===== src/design/ira_pkg.sv =====
// ----------------------------------------------------------------------------
// Interval reserve allocator package
// Shared widths, command and status codes, the table entry and the ring
// operation that the controller broadcasts to every cell.
// ----------------------------------------------------------------------------
`default_nettype none

package ira_pkg;

   localparam int MAX_RANGES = 64;
   localparam int ADDR_W     = 32;
   localparam int CNT_W      = $clog2(MAX_RANGES + 1);
   localparam int IDX_W      = $clog2(MAX_RANGES);

   localparam logic [1:0] CMD_RESERVE = 2'd0;
   localparam logic [1:0] CMD_CHECK   = 2'd1;
   localparam logic [1:0] CMD_ALLOC   = 2'd2;

   localparam logic [2:0] STAT_DONE    = 3'd0;
   localparam logic [2:0] STAT_OVERLAP = 3'd1;
   localparam logic [2:0] STAT_FREE    = 3'd2;
   localparam logic [2:0] STAT_NOROOM  = 3'd3;
   localparam logic [2:0] STAT_FULL    = 3'd4;

   localparam logic [ADDR_W-1:0] ADDR_TOP = '1;
   localparam logic [CNT_W-1:0]  CNT_MAX  = CNT_W'(MAX_RANGES);

   typedef struct packed {
      logic [ADDR_W-1:0] start;
      logic [ADDR_W-1:0] len;
   } entry_type;

   // One step of the elastic ring. Cells below lim-1 take their right
   // neighbor; the cells at x_pos and y_pos load the emitted entries.
   typedef struct packed {
      logic             shift;
      logic [CNT_W-1:0] lim;
      logic             x_en;
      logic [CNT_W-1:0] x_pos;
      logic             y_en;
      logic [CNT_W-1:0] y_pos;
      entry_type        x;
      entry_type        y;
   } ring_op_type;

endpackage

`default_nettype wire


===== src/design/ira_cell.sv =====
// ----------------------------------------------------------------------------
// Interval reserve allocator cell
// Holds one table entry; shifts toward the head or loads an emitted entry.
// ----------------------------------------------------------------------------
`default_nettype none

module ira_cell (
   input  wire logic                      clock,
   input  wire logic [ira_pkg::IDX_W-1:0] cell_idx,
   input  wire ira_pkg::entry_type        right_in,
   input  wire ira_pkg::ring_op_type      op,
   output      ira_pkg::entry_type        data_out
);

   ira_pkg::entry_type              data_ff, data_in;
   logic [ira_pkg::CNT_W-1:0]       idx_w;

   assign idx_w = ira_pkg::CNT_W'(cell_idx);

   always_comb begin
      data_in = data_ff;
      priority if (op.shift && ((idx_w + ira_pkg::CNT_W'(1)) < op.lim)) begin
         data_in = right_in;
      end else if (op.x_en && (idx_w == op.x_pos)) begin
         data_in = op.x;
      end else if (op.y_en && (idx_w == op.y_pos)) begin
         data_in = op.y;
      end else begin
         data_in = data_ff;
      end
   end

   always_ff @(posedge clock) begin
      data_ff <= data_in;
   end

   assign data_out = data_ff;

endmodule

`default_nettype wire


===== config.mk =====
export PLATFORM = sky130hd
export DESIGN_NAME = ira_cell
export DESIGN_NICKNAME = d
export VERILOG_FILES = /design/src/design/ira_pkg.sv /design/src/design/ira_cell.sv
export SDC_FILE = /design/constraint.sdc
export NUM_CORES = 1
export LEC_CHECK = 0
export ABC_AREA = 1
export BUFFER_PORTS_ARGS = -buffer_cell sky130_fd_sc_hd__buf_2
export CAP_MARGIN = 20
export CORE_AREA = 2 2 110 112
export DETAILED_ROUTE_END_ITERATION = 8
export DIE_AREA = 0 0 112 114
export PLACE_DENSITY = 0.74
export SYNTH_ARGS = -nofsm -noshare
export SYNTH_HDL_FRONTEND = slang
export SYNTH_SLANG_ARGS = --single-unit

===== constraint.sdc =====
create_clock -name clock -period 7.7 [get_ports clock]
set_input_delay 0.385 -clock clock [delete_from_list [all_inputs] [get_ports clock]]
set_output_delay 0.385 -clock clock [all_outputs]
set_load 0.01 [all_outputs]

==> results of run 1 <==
==> path summary, 6_finish.rpt <==
path	start	end	slack (ns)	cells past startpoint
worst min-delay path	right_in[43]	data_out[43]$_DFFE_PP_	0.33	3
worst max-delay path	cell_idx[2]	data_out[33]$_DFFE_PP_	4.41	10
==> layout by cell type, fill, tap and decap left out, types with 2 or more instances in the layout <==
cell type  Yosys  routed
buf_2         19     286
nand2_1      219     217
inv_1        147     147
nand3_1      134     133
edfxtp_1      64      64
clkbuf_16      0       9
nor2_1         7       7
ha_1           7       7
xor2_1         5       5
inv_2          4       4
buf_4          9       4
nor3_1         3       3
clkinv_1       1       2
nor2_4         0       2
xnor2_1        2       2
nand2_2        0       2
nand3b_1       2       2
clkinv_2       0       2
==> final cells by class <==
type                            count  area (sq um)  area share [%]
Sequential cell                    64          1920            30.9
Clock inverter                      6          60.1           0.966
Multi-Input combinational cell    386          1770            28.5
Inverter                          152           571            9.18
Clock buffer                       10           229            3.68
Tap cell                          147           184            2.96
Timing Repair Buffer              291          1480            23.8
==> report_power, final <==
group | switching, W | total [W] | internal, W
Clock | 0.000148 | 0.000397 | 0.000249
Combinational | 0.000166 | 0.000283 | 0.000116
Sequential | 0.0000151 | 0.000471 | 0.000455
==> cell families (layout without fill, tap and decap cells) <==
group                    count (synthesis)  after routing  synth area share, %
XOR/XNOR                                 7              7                 1.37
buffers and inverters                  188            459                 18.1
AO/OA/AOI/OAI                            2              2                0.252
adder cells (fa/ha/maj)                  7              7                 1.96
flip-flops                              64             64                 43.0
AND/OR/NAND/NOR                        370            370                 35.4
==> metal layers <==
metal	track usage, %	part of all wire, %
met1	23.7	39
met2	37.7	52
met3	3.51	7.9
met4	7.07	1.6
met5	0	0
==> critical path: stages <==
cell and delay [ns]:
buf_2 0.17, nand3_1 0.13, nor3b_1 0.25, xor2_1 0.11
ha_1 0.28, nand2_1 0.07, nor3_1 0.14, nor3_1 0.07
nand2_2 0.54, nand3_4 0.87
==> through the flow <==
stage          instance area [sq um]  utilization [%]
5_1_grt                         6220             53.1
3_3_place_gp                    5910             50.4
6_report                        6220             53.1
3_5_place_dp                    5910             50.4
4_1_cts                         6200             52.9
2_1_floorplan                   4470                -
==> metrics.cfg, run 1 <==
[sta]
worst_slew_pin_slew_ns=0.954
tns_ns=0
hold_violations=0
whs_ns=0.332
setup_viol=0
rsz0062_at_grt=false
clock.fmax_mhz=304
fin_ws_ns=4.41
slew_viol_final=0
finalCritPeriodShare_pct=42.7
final.min_clock_period_ns=3.29
relSlewSlack_pct=36.4

[synthesis]
yosysSeqAreaShare_pct=43.0
netlist_instances=638
ys_warn_count=0
ys_seq_elements=64
synth_nets=868
syn-mean-instance-area_sq_um=7.01
syn_area_sq_um=4470
synth_top_area_cell=edfxtp_1
synth_most_common_cell=nand2_1
synth_area_leaders=edfxtp_1 43%, nand2_1 18%, nand3_1 15%
ys_async_sr_fraction_pct=0
synthFlopType=edfxtp_1
synth_edf_count=64
synthTopCellsByCount=219 x nand2_1, 147 x inv_1, 134 x nand3_1
yosysUniqueCellTypes=22
synth_largest_type_area_fraction_pct=43.0

[floorplanning]
ioPinCount=287
die_height_um=114
start_util_pct=38.2
die_area_sq_um=12800
core_sq_um=11700
die_w_um=112
fp-row-count=40

[flow_run]
drv_cap=0

[pwr]
peakVddDrop_v=0.0000875
leakage_nw=3.71
total_power_w=0.00115
powerDensity_nw_per_um2=185

[finish]
num-fill-cells=1187
layout-drive-gt1-share_pct=34.5
final_cells=1056
diodes=0
syn_to_final_growth_pct=39.0
finalNetCount=1134
largest_register_ffs=64

[routing]
drc=0
drtAntennaViolNets=0
post_drt_via_cell_ratio=4.61
first_iter_violations=353
wire_per_inst_um=12.8
first_pass_iters=5
routed_wl_um=13500
num_vias=4866

[clock_network]
cts_root_buffer=clkbuf_16
cts_buffers=9
postCtsSetupRepairBufs=0
clk_path_buf_depth=2
clkTransAtPathRegs_ns=0.06
hold_buffers=0
cts_resized=0
cts_num_sinks=64
htreeDepth=3
cts_tree=yes

[worst_setup_path]
worstPathArrival_ns=3.06
crit_fanout=64
worstPathRequired_ns=7.47
path_class=in -> reg
crit_path_start_kind=input port
end_kind=flop

[placement]
place_congestion=0.876
numPlacedInstances=1039
port_buffers=286
place_worst_setup_slack_ns=3.76
dp_hpwl_um=9800

[run_status]
status=complete, no violations

[global_route]
antenna_found_initial=0
grt_usage_pct=20.3
grt_first_pass_wirelength_um=20900
grt_max_degree=66
grt_pass1_vias=4447
grt_overflow=0

[hold_path]
min_path_type=in -> reg

Power figures use the tool's default switching activity.
==> inputs of run 2 (changes only) <==
--- a/config.mk
+++ b/config.mk
@@ -8,10 +8,10 @@
 export ABC_AREA = 1
 export BUFFER_PORTS_ARGS = -buffer_cell sky130_fd_sc_hd__buf_2
 export CAP_MARGIN = 20
-export CORE_AREA = 2 2 110 112
+export CORE_MARGIN = 2
+export CORE_UTILIZATION = 39
 export DETAILED_ROUTE_END_ITERATION = 8
-export DIE_AREA = 0 0 112 114
-export PLACE_DENSITY = 0.74
+export PLACE_DENSITY = 0.78
 export SYNTH_ARGS = -nofsm -noshare
 export SYNTH_HDL_FRONTEND = slang
 export SYNTH_SLANG_ARGS = --single-unit
==> constraint.sdc (replaced) <==
create_clock -name clock -period 3 [get_ports clock]
set_input_delay 0.15 -clock clock [delete_from_list [all_inputs] [get_ports clock]]
set_output_delay 0.15 -clock clock [all_outputs]
set_load 0.01 [all_outputs]
==> run 2 against run 1 <==
  * Power grew to 2.7 times the previous value
  * Hold slack worse by 0.25 ns
  * Global-route usage is 1.6 points higher
  * Sequential power grew to 2.6 times the previous value
  * Flip-flop and latch count unchanged
  * Final cell count unchanged
==> metrics.cfg, run 2 (synthesis gave the netlist of run 1 again) <==
[worst_setup_path]
cp.depth=13
worstPathRequired_ns=3.20
crit_top_cell=nand2_1
slowest_stage=nor3b_1
slowest_delay_ns=0.25
crit_chain=buf_2, nand3_1, nor3b_1, xor2_1, ha_1, nand2_1, nor2_1, nor3_1, nand2_2, inv_2, buf_12, nand2_1, nand2_1
critPathTopFamily=simple AND/OR/NAND/NOR gates
path_class=in -> reg
end_kind=flop
crit_buf_inv=3
crit_fanout=30
worstPathArrival_ns=2.25
crit_path_start_kind=input port

[finish]
finalNetCount=1138
layout_common_cells=286 x buf_2, 217 x nand2_1, 147 x inv_1
layout-drive-gt1-share_pct=34.9
largest_register_ffs=64
diodes=0
syn_to_final_growth_pct=41.9
final_common_cell=buf_2
num-fill-cells=1102

[routing]
first_pass_iters=7
post_drt_via_cell_ratio=4.66
wire_per_inst_um=12.9
drc=0
routed_wl_um=13700
num_vias=4926
drtAntennaViolNets=0
first_iter_violations=387

[global_route]
grt_first_pass_wirelength_um=21800
grt_overflow=0
antenna_found_initial=0
grt_pass1_vias=4661
grt_usage_pct=21.9
grt_max_degree=65

[clock_network]
cts_root_buffer=clkbuf_16
clk_path_buf_depth=2
cts_buffers=9
hold_buffers=0
cts_num_sinks=64
postCtsSetupRepairBufs=0
clkTransAtPathRegs_ns=0.06
cts_resized=0
cts_tree=yes
htreeDepth=3

[floorplanning]
fp-row-count=39
start_util_pct=39.5
die_area_sq_um=12300
ioPinCount=287
core_sq_um=11300
die_w_um=111
die_height_um=111

[sta]
final.min_clock_period_ns=2.05
rsz0062_at_grt=false
worst_slew_pin_slew_ns=0.744
hold_violations=0
setup_viol=0
finalCritPeriodShare_pct=68.5
fin_ws_ns=0.945
tns_ns=0
relSlewSlack_pct=50.4
slew_viol_final=0
clock.fmax_mhz=487

[flow_run]
drv_cap=0

[pwr]
powerDensity_nw_per_um2=498
peakVddDrop_v=0.000276
power.share.combinational_pct=23.6
p_sw_w=0.000864
p_seq_share_pct=38.1
total_power_w=0.00316
pwr-share-clk_pct=38.2
p_int_w=0.00230
switching_share_pct=27.3
leakage_nw=3.77

[placement]
port_buffers=286
place_congestion=0.876
place_worst_setup_slack_ns=0.598
dp_hpwl_um=10000

[run_status]
status=complete, no violations

[hold_path]
hold_path_depth=3
min_path_type=in -> reg

run 2: worst min-delay path, delay by kind of cell:
family	cells	cell delay (ns)
and+or+nand+nor	2	0.09
buffers and inverters	1	0.07
run 2: routing by layer:
metal / up-vias / share of wire (%) / track usage [%]
li1: 2492 / - / -
met1: 2134 / 40 / 26.9
met2: 264 / 49 / 37.7
met3: 36 / 8.0 / 4.21
met4: 0 / 3.0 / 9.55
met5: - / 0 / 0
run 2: worst paths after layout:
check / from / to
worst max-delay path: cell_idx[2] / data_out[47]$_DFFE_PP_
worst min-delay path: right_in[1] / data_out[1]$_DFFE_PP_
run 2: area by class of cell:
type	count	area, sq um	share of cell area [%]
Inverter	152	571	8.99
Clock buffer	9	225	3.55
Sequential cell	64	1920	30.3
Timing Repair Buffer	295	1560	24.6
Clock inverter	7	119	1.87
Multi-Input combinational cell	386	1770	27.9
Tap cell	143	179	2.82
run 2: stage by stage:
| step | instance area [sq um] | cells | hold WS, ns | utilization, % |
|---|---|---|---|---|
| after floorplan | 4480 | 638 | 0.336 | - |
| after global placement | 6000 | 1040 | 0.419 | 53.0 |
| after detailed placement | 6000 | 1040 | 0.422 | 53.0 |
| after CTS | 6350 | 1056 | 0.0703 | 56.1 |
| after global routing | 6350 | 1056 | 0.0817 | 56.1 |
| final | 6350 | 1056 | 0.0862 | 56.1 |
run 2: power by group through the flow:
| stage | Combinational, W | Clock (W) | Sequential, W |
|---|---|---|---|
| floorplan | 0.000297 | 0 | 0.00130 |
| global placement | 0.000740 | 0 | 0.00122 |
| detailed placement | 0.000751 | 0 | 0.00122 |
| CTS | 0.000753 | 0.00124 | 0.00121 |
| global route | 0.000832 | 0.00128 | 0.00122 |
| finish | 0.000747 | 0.00121 | 0.00121 |
==> inputs of run 3 (changes only) <==
--- a/config.mk
+++ b/config.mk
@@ -5,13 +5,13 @@
 export SDC_FILE = /design/constraint.sdc
 export NUM_CORES = 1
 export LEC_CHECK = 0
-export ABC_AREA = 1
+export ABC_AREA = 0
 export BUFFER_PORTS_ARGS = -buffer_cell sky130_fd_sc_hd__buf_2
 export CAP_MARGIN = 20
-export CORE_MARGIN = 2
-export CORE_UTILIZATION = 39
+export CORE_AREA = 2 2 113 115
 export DETAILED_ROUTE_END_ITERATION = 8
-export PLACE_DENSITY = 0.78
+export DIE_AREA = 0 0 115 117
+export PLACE_DENSITY = 0.69
 export SYNTH_ARGS = -nofsm -noshare
 export SYNTH_HDL_FRONTEND = slang
 export SYNTH_SLANG_ARGS = --single-unit
==> constraint.sdc (replaced) <==
create_clock -name clock -period 2 [get_ports clock]
set_input_delay 0.1 -clock clock [delete_from_list [all_inputs] [get_ports clock]]
set_output_delay 0.1 -clock clock [all_outputs]
set_load 0.01 [all_outputs]
==> run 3 against run 2 <==
  * The flow now finishes with violations (negative setup slack)
  * Hold slack better by 0.036 ns
  * Sequential share of layout area grew 0.50 points
  * Sequential power is 49% higher
  * First-iteration DRC count is 10% lower
==> metrics.cfg, run 3 <==
[synthesis]
yosysUniqueCellTypes=32
syn-mean-instance-area_sq_um=9.74
synth_nets=662
netlist_instances=432
ys_seq_elements=64
synth_largest_type_area_fraction_pct=45.7
ys_warn_count=0
syn_area_sq_um=4210
yosysSeqAreaShare_pct=45.7
synth_edf_count=64
synth_most_common_cell=nand3_1
synthTopCellsByCount=68 x nand3_1, 64 x a211oi_1, 64 x a31oi_1, 64 x edfxtp_1, 40 x o21ai_1
ys_async_sr_fraction_pct=0
synthFlopType=edfxtp_1
synth_top_area_cell=edfxtp_1
synth_area_leaders=edfxtp_1 46%, a211oi_1 11%, a31oi_1 9.5%

[floorplanning]
die_height_um=117
die_area_sq_um=13500
die_w_um=115
core_sq_um=12300
start_util_pct=34.2
ioPinCount=287
fp-row-count=41

[routing]
dr_wl_met3_um=1470
routed_wl_um=15900
drc=0
top_layer_used=met4
drtAntennaViolNets=0
num_vias=4858
first_pass_iters=4
post_drt_via_cell_ratio=5.66
wire_per_inst_um=18.5
first_iter_violations=348
met1_length_um=6100
wl_met2_um=7970

[sta]
relSlewSlack_pct=51.1
slew_viol_final=0
tns_ns=-0.402
setup_viol=21
final.min_clock_period_ns=2.03
hold_violations=0
worst_slew_pin_slew_ns=0.733
clock.fmax_mhz=493
fin_ws_ns=-0.0274
finalCritPeriodShare_pct=101
rsz0062_at_grt=true

[finish]
final_common_cell=buf_2
syn_to_final_growth_pct=48.3
layout_common_cells=283 x buf_2, 65 x nand3_1, 64 x a211oi_1, 64 x a31oi_1, 64 x edfxtp_1
finalNetCount=934
fin_util_pct=50.7
layout-drive-gt1-share_pct=48.5
largest_register_ffs=64

[clock_network]
cts_num_sinks=64
clk_path_buf_depth=2
clkTransAtPathRegs_ns=0.05
htreeDepth=3
cts_root_buffer=clkbuf_16
cts_tree=yes
cts_buffers=9

[run_status]
status=finished, violations left
violations=negative setup slack

[pwr]
peakVddDrop_v=0.000346
powerDensity_nw_per_um2=715
leakage_nw=2.51

[flow_run]
drv_cap=0

[placement]
place_congestion=0.826
place_worst_setup_slack_ns=-0.505
port_buffers=286
dp_hpwl_um=10900

[worst_setup_path]
crit_fanout=7
worstPathRequired_ns=2.04
end_kind=flop
path_class=in -> reg
worstPathArrival_ns=2.07
crit_path_start_kind=input port

[global_route]
grt_overflow=0
grt_usage_pct=21.7
antenna_found_initial=2
grt_max_degree=65
grt_first_pass_wirelength_um=22800
grt_pass1_vias=4536

[hold_path]
min_path_type=in -> reg

[run 3: cell types whose count changed in the layout (fill, tap and decap cells not counted), sizes merged, moves of 3 or more]
cell | previous run | this run
nand2 | 219 | 2
inv | 152 | 7
nand3 | 134 | 68
o21ai | 0 | 65
a211oi | 0 | 64
a31oi | 0 | 64
buf | 295 | 314
nor2 | 9 | 1
xnor2 | 2 | 8
clkbuf | 9 | 14
bufinv | 3 | 0
xor2 | 5 | 8
[run 3: cell families (layout without fill, tap and decap cells)]
logic type,count (synthesis),after routing,share of synthesized area (%)
DFF,64,64,45.7
AOI/OAI and AO/OA,198,198,29.4
buffers and inverters,64,339,8.65
other,0,1,0
and+or+nand+nor,83,83,10.7
adders and majority gates,7,7,2.08
xor gates and xnor gates,16,16,3.51
[run 3: area by class of cell]
class | instances | area, sq um
Inverter | 7 | 26.3
Tap cell | 150 | 188
Antenna cell | 1 | 2.50
Sequential cell | 64 | 1920
Clock buffer | 11 | 233
Timing Repair Buffer | 318 | 1850
Fill cell | 1173 | 6070
Clock inverter | 3 | 11.3
Multi-Input combinational cell | 304 | 2010
[run 3: power breakdown]
part	internal (W)	total, W	leakage, nW	switching, W
Clock	0.000809	0.00131	0.118	0.000505
Combinational	0.000576	0.00135	1.77	0.000769
Sequential	0.00174	0.00180	0.621	0.0000578
[run 3: through the flow]
step	instances	area, sq um	hold WS [ns]	power, W
after floorplan	432	4240	0.354	0.00246
after global placement	835	5760	0.446	0.00304
after detailed placement	835	5760	0.455	0.00307
after CTS	852	6060	0.111	0.00443
after global routing	857	6240	0.134	0.00469
final	858	6240	0.122	0.00446
[run 3: worst max-delay path, cell delays in order]
cell and delay, ns:
buf_8 0.08, and3_4 0.18, nand3_2 0.07, xnor2_1 0.13, ha_1 0.34, a21oi_2 0.17
o211ai_1 0.17, a21o_2 0.26, o211ai_1 0.14, buf_4 0.24, clkbuf_16 0.17
[run 3: timing repair]
| item | 4_1_cts | 5_1_grt |
|---|---|---|
| buffers inserted | 2 | 0 |
| endpoints found under the setup margin | 61 | 128 |
| cloned | 1 | 5 |
| pin swaps | 1 | 8 |
| gates resized for setup | 5 | 18 |
| hold buffers | 0 | 0 |
[run 3: path summary, 6_finish.rpt]
| kind | from | endpoint | slack, ns | cells after the start |
|---|---|---|---|---|
| hold / removal | right_in[19] | data_out[19]$_DFFE_PP_ | 0.12 | 3 |
| setup / recovery | cell_idx[0] | data_out[35]$_DFFE_PP_ | -0.03 | 11 |
[run 3: metal layers]
layer,track usage (%),vias up
met3,6.49,28
met1,25.5,2281
met5,0,-
met2,37.3,275
met4,8.67,0
li1,-,2274
