**src/design/ira_pkg.sv**
```systemverilog
// ----------------------------------------------------------------------------
// Interval reserve allocator package
// Shared widths, command and status codes, the table entry and the ring
// operation that the controller broadcasts to every cell.
// ----------------------------------------------------------------------------
`default_nettype none

package ira_pkg;

   localparam int MAX_RANGES = 64;
   localparam int ADDR_W     = 32;
   localparam int CNT_W      = $clog2(MAX_RANGES + 1);
   localparam int IDX_W      = $clog2(MAX_RANGES);

   localparam logic [1:0] CMD_RESERVE = 2'd0;
   localparam logic [1:0] CMD_CHECK   = 2'd1;
   localparam logic [1:0] CMD_ALLOC   = 2'd2;

   localparam logic [2:0] STAT_DONE    = 3'd0;
   localparam logic [2:0] STAT_OVERLAP = 3'd1;
   localparam logic [2:0] STAT_FREE    = 3'd2;
   localparam logic [2:0] STAT_NOROOM  = 3'd3;
   localparam logic [2:0] STAT_FULL    = 3'd4;

   localparam logic [ADDR_W-1:0] ADDR_TOP = '1;
   localparam logic [CNT_W-1:0]  CNT_MAX  = CNT_W'(MAX_RANGES);

   typedef struct packed {
      logic [ADDR_W-1:0] start;
      logic [ADDR_W-1:0] len;
   } entry_type;

   // One step of the elastic ring. Cells below lim-1 take their right
   // neighbor; the cells at x_pos and y_pos load the emitted entries.
   typedef struct packed {
      logic             shift;
      logic [CNT_W-1:0] lim;
      logic             x_en;
      logic [CNT_W-1:0] x_pos;
      logic             y_en;
      logic [CNT_W-1:0] y_pos;
      entry_type        x;
      entry_type        y;
   } ring_op_type;

endpackage

`default_nettype wire

```
**src/design/ira_intf.sv**
```systemverilog
// ----------------------------------------------------------------------------
// Interval reserve allocator channels
// Command and response channels with a valid/ready handshake.
// ----------------------------------------------------------------------------
`default_nettype none

interface ira_req_if;
   logic                      valid;
   logic                      ready;
   logic [1:0]                cmd;
   logic [ira_pkg::ADDR_W-1:0] start_addr;
   logic [ira_pkg::ADDR_W-1:0] range_length;
   logic [ira_pkg::ADDR_W-1:0] align_mask;

   modport source (output valid, cmd, start_addr, range_length, align_mask, input ready);
   modport sink (input valid, cmd, start_addr, range_length, align_mask, output ready);
endinterface

interface ira_rsp_if;
   logic                      valid;
   logic                      ready;
   logic [2:0]                status;
   logic [ira_pkg::ADDR_W-1:0] granted_addr;

   modport source (output valid, status, granted_addr, input ready);
   modport sink (input valid, status, granted_addr, output ready);
endinterface

`default_nettype wire

```
**src/design/ira_ctrl.sv**
```systemverilog
// ----------------------------------------------------------------------------
// Interval reserve allocator controller
// Walks the ring head one entry per cycle and emits the edited table.
// ----------------------------------------------------------------------------
`default_nettype none

module ira_ctrl (
   input  wire logic                 clock,
   input  wire logic                 reset,
   ira_req_if.sink                   req_ch,
   ira_rsp_if.source                 rsp_ch,
   input  wire ira_pkg::entry_type   head,
   output      ira_pkg::ring_op_type ring_op
);

   localparam logic [3:0] S_IDLE    = 4'd0;
   localparam logic [3:0] S_RSCAN   = 4'd1;
   localparam logic [3:0] S_RMERGE  = 4'd2;
   localparam logic [3:0] S_RCOPY   = 4'd3;
   localparam logic [3:0] S_CSCAN   = 4'd4;
   localparam logic [3:0] S_ASCAN   = 4'd5;
   localparam logic [3:0] S_ADECIDE = 4'd6;
   localparam logic [3:0] S_FINISH  = 4'd7;

   localparam int AW = ira_pkg::ADDR_W;
   localparam int CW = ira_pkg::CNT_W;

   logic [3:0]    state_ff, state_in;
   logic [CW-1:0] cnt_ff, cnt_in;
   logic [CW-1:0] rem_ff, rem_in;
   logic          rsp_valid_ff, rsp_valid_in;
   logic [2:0]    rsp_status_ff, rsp_status_in;
   logic [AW-1:0] rsp_addr_ff, rsp_addr_in;

   logic [AW-1:0] s_ff, s_in;
   logic [AW-1:0] e_ff, e_in;
   logic [AW-1:0] l_ff, l_in;
   logic [AW-1:0] al_ff, al_in;
   logic [AW-1:0] sta_ff, sta_in;
   logic [AW-1:0] acc_s_ff, acc_s_in;
   logic [AW-1:0] acc_e_ff, acc_e_in;
   logic [AW-1:0] acc_l_ff, acc_l_in;
   logic          found_ff, found_in;
   logic          alloc_ff, alloc_in;
   logic [2:0]    stat_ff, stat_in;

   logic          accept;
   logic [AW-1:0] os, ol, et, et1, sta_l;
   logic [AW:0]   req_sum, sta_sum;
   logic [CW-1:0] cnt_m1;
   logic          full;
   ira_pkg::entry_type acc_ent, new_ent;

   assign req_ch.ready        = (state_ff == S_IDLE);
   assign accept              = req_ch.valid && req_ch.ready;
   assign rsp_ch.valid        = rsp_valid_ff;
   assign rsp_ch.status       = rsp_status_ff;
   assign rsp_ch.granted_addr = rsp_addr_ff;

   // Stored ranges never wrap, so the exclusive end fits the address width.
   assign os      = head.start;
   assign ol      = head.len;
   assign et      = os + ol;
   assign et1     = os + ol - AW'(1);
   assign sta_l   = sta_ff + l_ff;
   assign req_sum = {1'b0, req_ch.start_addr} + {1'b0, req_ch.range_length};
   assign sta_sum = {1'b0, sta_ff} + {1'b0, l_ff};
   assign cnt_m1  = cnt_ff - CW'(1);
   assign full    = (cnt_ff == ira_pkg::CNT_MAX);
   assign acc_ent = '{start: acc_s_ff, len: acc_l_ff};
   assign new_ent = '{start: s_ff, len: l_ff};

   always_comb begin
      state_in      = state_ff;
      cnt_in        = cnt_ff;
      rem_in        = rem_ff;
      rsp_valid_in  = rsp_valid_ff && !rsp_ch.ready;
      rsp_status_in = rsp_status_ff;
      rsp_addr_in   = rsp_addr_ff;
      s_in          = s_ff;
      e_in          = e_ff;
      l_in          = l_ff;
      al_in         = al_ff;
      sta_in        = sta_ff;
      acc_s_in      = acc_s_ff;
      acc_e_in      = acc_e_ff;
      acc_l_in      = acc_l_ff;
      found_in      = found_ff;
      alloc_in      = alloc_ff;
      stat_in       = stat_ff;
      ring_op       = '0;
      ring_op.lim   = cnt_ff;
      ring_op.x_pos = cnt_m1;
      ring_op.y_pos = cnt_ff;
      ring_op.x     = head;
      ring_op.y     = head;

      unique case (state_ff)
         S_IDLE: begin
            if (accept) begin
               rem_in   = cnt_ff;
               found_in = 1'b0;
               alloc_in = 1'b0;
               s_in     = req_ch.start_addr;
               l_in     = req_ch.range_length;
               al_in    = req_ch.align_mask;
               sta_in   = req_ch.start_addr;
               stat_in  = ira_pkg::STAT_DONE;
               priority if (req_ch.cmd == ira_pkg::CMD_RESERVE) begin
                  if (req_ch.range_length == '0) begin
                     state_in = S_FINISH;
                  end else begin
                     state_in = S_RSCAN;
                     if (req_sum[AW]) begin
                        e_in = ira_pkg::ADDR_TOP;
                        l_in = ira_pkg::ADDR_TOP - req_ch.start_addr;
                     end else begin
                        e_in = req_sum[AW-1:0];
                     end
                  end
               end else if (req_ch.cmd == ira_pkg::CMD_CHECK) begin
                  stat_in = ira_pkg::STAT_FREE;
                  e_in    = req_sum[AW-1:0] - AW'(1);
                  if (req_ch.range_length == '0) begin
                     state_in = S_FINISH;
                  end else begin
                     state_in = S_CSCAN;
                  end
               end else if (req_ch.cmd == ira_pkg::CMD_ALLOC) begin
                  alloc_in = 1'b1;
                  state_in = S_ASCAN;
               end else begin
                  state_in = S_FINISH;
               end
            end
         end

         S_RSCAN: begin
            if (rem_ff == '0) begin
               if (full) begin
                  stat_in = ira_pkg::STAT_FULL;
               end else begin
                  ring_op.x_en  = 1'b1;
                  ring_op.x_pos = cnt_ff;
                  ring_op.x     = new_ent;
                  cnt_in        = cnt_ff + CW'(1);
               end
               state_in = S_FINISH;
            end else begin
               rem_in        = rem_ff - CW'(1);
               ring_op.shift = 1'b1;
               priority if ((s_ff >= os) && (e_ff <= et)) begin
                  ring_op.x_en = 1'b1;
                  state_in     = S_RCOPY;
               end else if (s_ff == os) begin
                  acc_s_in = s_ff;
                  acc_e_in = e_ff;
                  acc_l_in = l_ff;
                  cnt_in   = cnt_m1;
                  state_in = S_RMERGE;
               end else if (s_ff < os) begin
                  state_in = S_RCOPY;
                  priority if (e_ff >= et) begin
                     acc_s_in = s_ff;
                     acc_e_in = e_ff;
                     acc_l_in = l_ff;
                     cnt_in   = cnt_m1;
                     state_in = S_RMERGE;
                  end else if (e_ff >= os) begin
                     ring_op.x_en = 1'b1;
                     ring_op.x    = '{start: s_ff, len: et - s_ff};
                  end else if (full) begin
                     ring_op.x_en = 1'b1;
                     stat_in      = ira_pkg::STAT_FULL;
                  end else begin
                     ring_op.x_en = 1'b1;
                     ring_op.x    = new_ent;
                     ring_op.y_en = 1'b1;
                     cnt_in       = cnt_ff + CW'(1);
                  end
               end else if (s_ff <= et) begin
                  acc_s_in = os;
                  acc_e_in = e_ff;
                  acc_l_in = e_ff - os;
                  cnt_in   = cnt_m1;
                  state_in = S_RMERGE;
               end else begin
                  ring_op.x_en = 1'b1;
               end
            end
         end

         S_RMERGE: begin
            if (rem_ff == '0) begin
               ring_op.x_en  = 1'b1;
               ring_op.x_pos = cnt_ff;
               ring_op.x     = acc_ent;
               cnt_in        = cnt_ff + CW'(1);
               state_in      = S_FINISH;
            end else begin
               rem_in        = rem_ff - CW'(1);
               ring_op.shift = 1'b1;
               if (os > acc_e_ff) begin
                  // The merged range is complete; emit it ahead of this entry.
                  ring_op.x_en = 1'b1;
                  ring_op.x    = acc_ent;
                  ring_op.y_en = 1'b1;
                  cnt_in       = cnt_ff + CW'(1);
                  state_in     = S_RCOPY;
               end else begin
                  cnt_in = cnt_m1;
                  if (acc_e_ff < et) begin
                     acc_e_in = et;
                     acc_l_in = et - acc_s_ff;
                  end
               end
            end
         end

         S_RCOPY: begin
            if (rem_ff == '0) begin
               state_in = S_FINISH;
            end else begin
               rem_in        = rem_ff - CW'(1);
               ring_op.shift = 1'b1;
               ring_op.x_en  = 1'b1;
            end
         end

         S_CSCAN: begin
            if (rem_ff == '0) begin
               state_in = S_FINISH;
            end else begin
               rem_in        = rem_ff - CW'(1);
               ring_op.shift = 1'b1;
               ring_op.x_en  = 1'b1;
               if (!found_ff) begin
                  if (((s_ff >= os) && (s_ff <= et1)) || ((e_ff >= os) && (e_ff <= et1)) ||
                      ((s_ff < os) && (e_ff > et1))) begin
                     stat_in  = ira_pkg::STAT_OVERLAP;
                     found_in = 1'b1;
                  end else if (e_ff < os) begin
                     found_in = 1'b1;
                  end
               end
            end
         end

         S_ASCAN: begin
            if (rem_ff == '0) begin
               state_in = S_ADECIDE;
            end else begin
               rem_in        = rem_ff - CW'(1);
               ring_op.shift = 1'b1;
               ring_op.x_en  = 1'b1;
               if (!found_ff) begin
                  if ((l_ff == '0) ? (sta_ff < os) : (sta_l <= os)) begin
                     found_in = 1'b1;
                  end else if (et >= sta_ff) begin
                     sta_in = (et + al_ff) & ~al_ff;
                  end
               end
            end
         end

         S_ADECIDE: begin
            s_in   = sta_ff;
            e_in   = sta_sum[AW-1:0];
            rem_in = cnt_ff;
            if (sta_sum[AW]) begin
               stat_in  = ira_pkg::STAT_NOROOM;
               state_in = S_FINISH;
            end else if (l_ff == '0) begin
               state_in = S_FINISH;
            end else begin
               state_in = S_RSCAN;
            end
         end

         S_FINISH: begin
            if (!rsp_valid_ff || rsp_ch.ready) begin
               rsp_valid_in  = 1'b1;
               rsp_status_in = stat_ff;
               rsp_addr_in   = (alloc_ff && (stat_ff == ira_pkg::STAT_DONE)) ? s_ff : '0;
               state_in      = S_IDLE;
            end
         end

         default: begin
            state_in = S_IDLE;
         end
      endcase
   end

   always_ff @(posedge clock) begin
      if (reset) begin
         state_ff     <= S_IDLE;
         cnt_ff       <= '0;
         rsp_valid_ff <= 1'b0;
      end else begin
         state_ff     <= state_in;
         cnt_ff       <= cnt_in;
         rsp_valid_ff <= rsp_valid_in;
      end
   end

   always_ff @(posedge clock) begin
      rem_ff        <= rem_in;
      rsp_status_ff <= rsp_status_in;
      rsp_addr_ff   <= rsp_addr_in;
      s_ff          <= s_in;
      e_ff          <= e_in;
      l_ff          <= l_in;
      al_ff         <= al_in;
      sta_ff        <= sta_in;
      acc_s_ff      <= acc_s_in;
      acc_e_ff      <= acc_e_in;
      acc_l_ff      <= acc_l_in;
      found_ff      <= found_in;
      alloc_ff      <= alloc_in;
      stat_ff       <= stat_in;
   end

endmodule

`default_nettype wire

```
**src/flat_wrapper.sv**
```systemverilog
// flat-port wrapper written by rule: the top's interface ports become plain ports
module ira_ctrl_flat 
  (clock, reset, head, ring_op, req_ch_valid, req_ch_cmd, req_ch_start_addr, req_ch_range_length, req_ch_align_mask, req_ch_ready, rsp_ch_valid, rsp_ch_status, rsp_ch_granted_addr, rsp_ch_ready);
  ira_req_if req_ch_i ();
  ira_rsp_if rsp_ch_i ();
  input  wire logic clock;
  input  wire logic reset;
  input  wire ira_pkg::entry_type head;
  output      ira_pkg::ring_op_type ring_op;
  input wire logic [$bits(req_ch_i.valid)-1:0] req_ch_valid;
  input wire logic [$bits(req_ch_i.cmd)-1:0] req_ch_cmd;
  input wire logic [$bits(req_ch_i.start_addr)-1:0] req_ch_start_addr;
  input wire logic [$bits(req_ch_i.range_length)-1:0] req_ch_range_length;
  input wire logic [$bits(req_ch_i.align_mask)-1:0] req_ch_align_mask;
  output wire logic [$bits(req_ch_i.ready)-1:0] req_ch_ready;
  output wire logic [$bits(rsp_ch_i.valid)-1:0] rsp_ch_valid;
  output wire logic [$bits(rsp_ch_i.status)-1:0] rsp_ch_status;
  output wire logic [$bits(rsp_ch_i.granted_addr)-1:0] rsp_ch_granted_addr;
  input wire logic [$bits(rsp_ch_i.ready)-1:0] rsp_ch_ready;
  assign req_ch_i.valid = req_ch_valid;
  assign req_ch_i.cmd = req_ch_cmd;
  assign req_ch_i.start_addr = req_ch_start_addr;
  assign req_ch_i.range_length = req_ch_range_length;
  assign req_ch_i.align_mask = req_ch_align_mask;
  assign req_ch_ready = req_ch_i.ready;
  assign rsp_ch_valid = rsp_ch_i.valid;
  assign rsp_ch_status = rsp_ch_i.status;
  assign rsp_ch_granted_addr = rsp_ch_i.granted_addr;
  assign rsp_ch_i.ready = rsp_ch_ready;
  ira_ctrl u_core (.clock(clock), .reset(reset), .req_ch(req_ch_i), .rsp_ch(rsp_ch_i), .head(head), .ring_op(ring_op));
endmodule
```
**config.mk**
```make
export PLATFORM = sky130hd
export DESIGN_NAME = ira_ctrl_flat
export DESIGN_NICKNAME = d
export VERILOG_FILES = /design/src/design/ira_pkg.sv /design/src/design/ira_intf.sv /design/src/design/ira_ctrl.sv /design/src/flat_wrapper.sv
export SDC_FILE = /design/constraint.sdc
export NUM_CORES = 2
export LEC_CHECK = 0
export ABC_AREA = 0
export BUFFER_PORTS_ARGS = -buffer_cell sky130_fd_sc_hd__clkbuf_2
export CAP_MARGIN = 10
export CORE_UTILIZATION = 50
export CTS_BUF_LIST = sky130_fd_sc_hd__clkbuf_4 sky130_fd_sc_hd__clkbuf_8
export DETAILED_ROUTE_END_ITERATION = 6
export PLACE_DENSITY = 0.69
export SLEW_MARGIN = 0
export SYNTH_ARGS = -nofsm -noshare
export SYNTH_HDL_FRONTEND = slang
export SYNTH_SLANG_ARGS = --single-unit
```
**constraint.sdc**
```tcl
create_clock -name clock -period 25.7 [get_ports clock]
set_clock_uncertainty 0.05 [all_clocks]
set_input_delay 1.285 -clock clock [delete_from_list [all_inputs] [get_ports clock]]
set_output_delay 1.285 -clock clock [all_outputs]
set_load 0.02 [all_outputs]
```
==> flow_summary_export.csv <==
group,metric,value,unit
global_routing,grt_use_met3,6.908,%
route,viasPerCell,6.472,
pwr,max-vdd-ir-drop,0.1334,mV
placement,pre_cts_ws,15.78,ns
placement,place.gp.congestion,1.014,
sta,slew_headroom,19.04,%
setup_path,worstSetupPathType,"input port to output pin",
sta,fin_crit,10.24,ns
status,status,"finished, final reports clean",
clock_tree,tritoncts,"done",
route,drt_iter0_markers,4555,
final_layout,final_core_util,55.82,%
min_path,hp-start,"u_core.stat_ff[2]",
route,drt_pass1_iterations,6,
clock_tree,holdBufCountCts,0,
clock_tree,cts_made_buffers,66,
global_routing,gr-total-overflow,0,
floorplanning,rows,98,
global_routing,grt_pass1_wl,209100,microns
flow_run,maxCapViolCount,0,
clock_tree,clockBufferDepth,3,
sta,setup_ws,15.46,ns
min_path,hold_path_class,"register to register",
setup_path,worst_r2r_path_depth,26,
clock_tree,clkTransAtPathRegs,0.06,ns
yosys,synth_edf_count,303,
setup_path,crit_arrival,8.91,ns
floorplanning,design.core.area,71610,sq um
sta,hold_viol,0,
setup_path,cp_num_cells,26,
global_routing,grt_pass1_vias,33434,
final_layout,finish.net_count,5259,
floorplanning,fp.dieW,271.2,microns
clock_tree,clock-sinks,314,
setup_path,worstPathRequired,24.36,ns
yosys,syn_inst,4351,
setup_path,critical-path-slowest-cell,"a21boi_1",
yosys,synth_seq_cells,314,
sta,min_period_over_period,39.86,%
final_layout,drive_above_1_share,12.92,%
floorplanning,die_h,271.2,microns
sta,tightestPinTransition,1.204,ns
sta,rsz0062_at_grt,"no",
clock_tree,cts_root_buffer,"clkbuf_8",
setup_path,r2r-start,"u_core.l_ff[0]",
yosys,yosysWarnings,0,
setup_path,crit_path_start_kind,"input port",
yosys,netlist_area,36230,sq um
pwr,power.total,4400,uW
yosys,synthTopCellsByArea,"edfxtp_1 (25%), ha_1 (17%), o21ai_0 (5.6%), a21oi_1 (4.6%), nand2_1 (4.2%)",
final_layout,area_growth_syn_to_layout,10.32,%
setup_path,slowest_delay,0.96,ns
yosys,synth_area_per_cell,8.328,sq um
route,antenna_left,0,
yosys,synth.distinct_cells,102,
yosys,synth-main-ff-cell,"edfxtp_1",
pwr,powerDensity,110.1,nW/um^2
yosys,syn_nets,5005,
placement,hpwlAfterDp,114600,microns
sta,fmax,97.62,MHz
floorplanning,io-pin-count,355,
clock_tree,cts_max_level,3,
global_routing,antenna_found_initial,4,
setup_path,end_kind,"output pin",
setup_path,cpLargestDelayFamily,"compound AO/OA/AOI/OAI gates",
final_layout,layout_common_cells,"ha_1 (481), o21ai_0 (404), nand2_1 (401), clkbuf_2 (354), a21oi_1 (328)",
clock_tree,clock_latency,0.70,ns
route,route.vias.total,36265,
sta,setup_tns,0,ns
setup_path,endpoint,"ring_op[103]",
clock_tree,cts_setup_buffers,0,
global_routing,grt_util_all_layers,37.76,%
setup_path,cp-startpoint,"head[32]",
setup_path,cp_num_buf_inv,5,
clock_tree,cts_resized,0,
setup_path,r2r_end,"u_core.sta_ff[13]",
floorplanning,die_area,73550,sq um
global_routing,grt_busiest_layer,"met2",
sta,finalSetupViolations,0,
setup_path,path_max_fanout,40,
yosys,ys_seq_area_share,25.72,%
route,wl_per_cell,25.52,microns
route,routed_wirelength,143000,microns
route,route.detailed.drc,0,
yosys,synth_top_area_share,25.11,%
final_layout,fillers,6720,
global_routing,use_met2,56.03,%
yosys,synth_top_area_cell,"edfxtp_1",
global_routing,grtUsageMet1,54.66,%
setup_path,worst-r2r-setup-slack,18.49,ns
setup_path,cp_common_cell,"o21ai_0",
global_routing,grt_max_degree,90,
yosys,synth-async-reset-ratio,0,%
floorplanning,start_util,50.60,%
pwr,leakage,0.01794,uW
placement,portBuffers,354,
final_layout,mostFrequentLayoutCell,"ha_1",
sta,final_max_slew_viol_count,0,
sta,whs,0.4282,ns
cell usage after synthesis (8+ instances only):
| cell | number |
|---|---|
| ha_1 | 481 |
| nand2_1 | 406 |
| o21ai_0 | 405 |
| a21oi_1 | 330 |
| edfxtp_1 | 303 |
| inv_1 | 262 |
| nor2_1 | 253 |
| a21o_1 | 161 |
| clkbuf_1 | 142 |
| xnor2_1 | 131 |
| nand3_1 | 102 |
| nor3_1 | 100 |
| xor2_1 | 82 |
| nand4_1 | 79 |
| mux2i_1 | 74 |
| buf_4 | 71 |
| o21a_1 | 71 |
| nand2b_1 | 64 |
| and2_1 | 62 |
| a211oi_1 | 61 |
| nor2b_1 | 55 |
| o31ai_1 | 47 |
| a221oi_1 | 46 |
| nor4_1 | 42 |
| and3_1 | 40 |
| or3_1 | 36 |
| a31oi_1 | 33 |
| o211ai_1 | 26 |
| o21bai_1 | 24 |
| a221o_1 | 17 |
| a2bb2oi_1 | 17 |
| o22ai_1 | 17 |
| a21boi_0 | 16 |
| a211o_1 | 15 |
| buf_1 | 15 |
| or2_2 | 14 |
| a22oi_1 | 13 |
| o41ai_1 | 13 |
| o221ai_1 | 12 |
| dfxtp_1 | 11 |
| o311a_1 | 11 |
| or4_1 | 9 |
| o211a_1 | 8 |
routing by layer:
layer  vias to the layer above  routed length (microns)
met4                         0                     4988
met3                       271                    16930
met1                     17184                    62030
li1                      16754                        -
met5                         -                        0
met2                      2056                    59010
worst min path at each step:
| stage | slack (ns) | endpoint | cells past startpoint |
|---|---|---|---|
| final | 0.43 | u_core.rsp_ch.status[2] | 0 |
| after global routing | 0.45 | u_core.rsp_ch.status[2] | 0 |
| after CTS | 0.43 | u_core.rsp_ch.status[2] | 0 |
| after detailed placement | 0.41 | u_core.rsp_ch.status[2] | 0 |
| after global placement | 0.41 | u_core.rsp_ch.status[2] | 0 |
| after floorplan | 0.38 | u_core.rsp_ch.status[1] | 0 |
per-stage QoR:
step	cell area, sq um	std cells
global placement	38650	5487
detailed placement	38650	5487
finish	39970	5603
floorplan	36230	4351
CTS	39970	5601
global route	39970	5602
registers in the layout, summed over array words and instances (netlist names):
name / flops
u_core.acc_e_ff: 32
u_core.rsp_ch.valid: 1
u_core.rsp_ch.granted_addr: 32
u_core.rsp_ch.status: 3
u_core.s_ff: 32
u_core.sta_ff: 32
u_core.cnt_ff: 7
u_core.e_ff: 32
u_core.al_ff: 32
u_core.found_ff: 1
u_core.l_ff: 32
u_core.alloc_ff: 1
u_core.acc_l_ff: 32
u_core.state_ff: 3
u_core.rem_ff: 7
u_core.acc_s_ff: 32
u_core.stat_ff: 3
report_power, final:
part           switching (uW)  internal [uW]
sequential                211            789
clock                     260            310
combinational            1790           1040
cells by family (layout without fill, tap and decap cells):
logic type                 Yosys count  in the layout  synth area share, %
AOI/OAI and AO/OA                 1443           1443                25.81
and+or+nand+nor                   1305           1305                17.67
buffers and inverters              496            796                5.908
adders and majority gates          495            495                17.19
DFF                                314            314                25.72
xor gates and xnor gates           218            218                5.473
muxes                               80             80                2.231
other                                0              2                    0
area by class of cell:
type	count	area, sq um	area share, %
Multi-Input combinational cell	3541	24900	62.29
Sequential cell	314	9319	23.31
Timing Repair Buffer	417	2245	5.616
Tap cell	950	1189	2.974
Clock buffer	84	1050	2.626
Inverter	265	997.2	2.495
Clock inverter	30	267.8	0.6699
Antenna cell	2	5.005	0.01252
(Power assumes the default switching activity.)
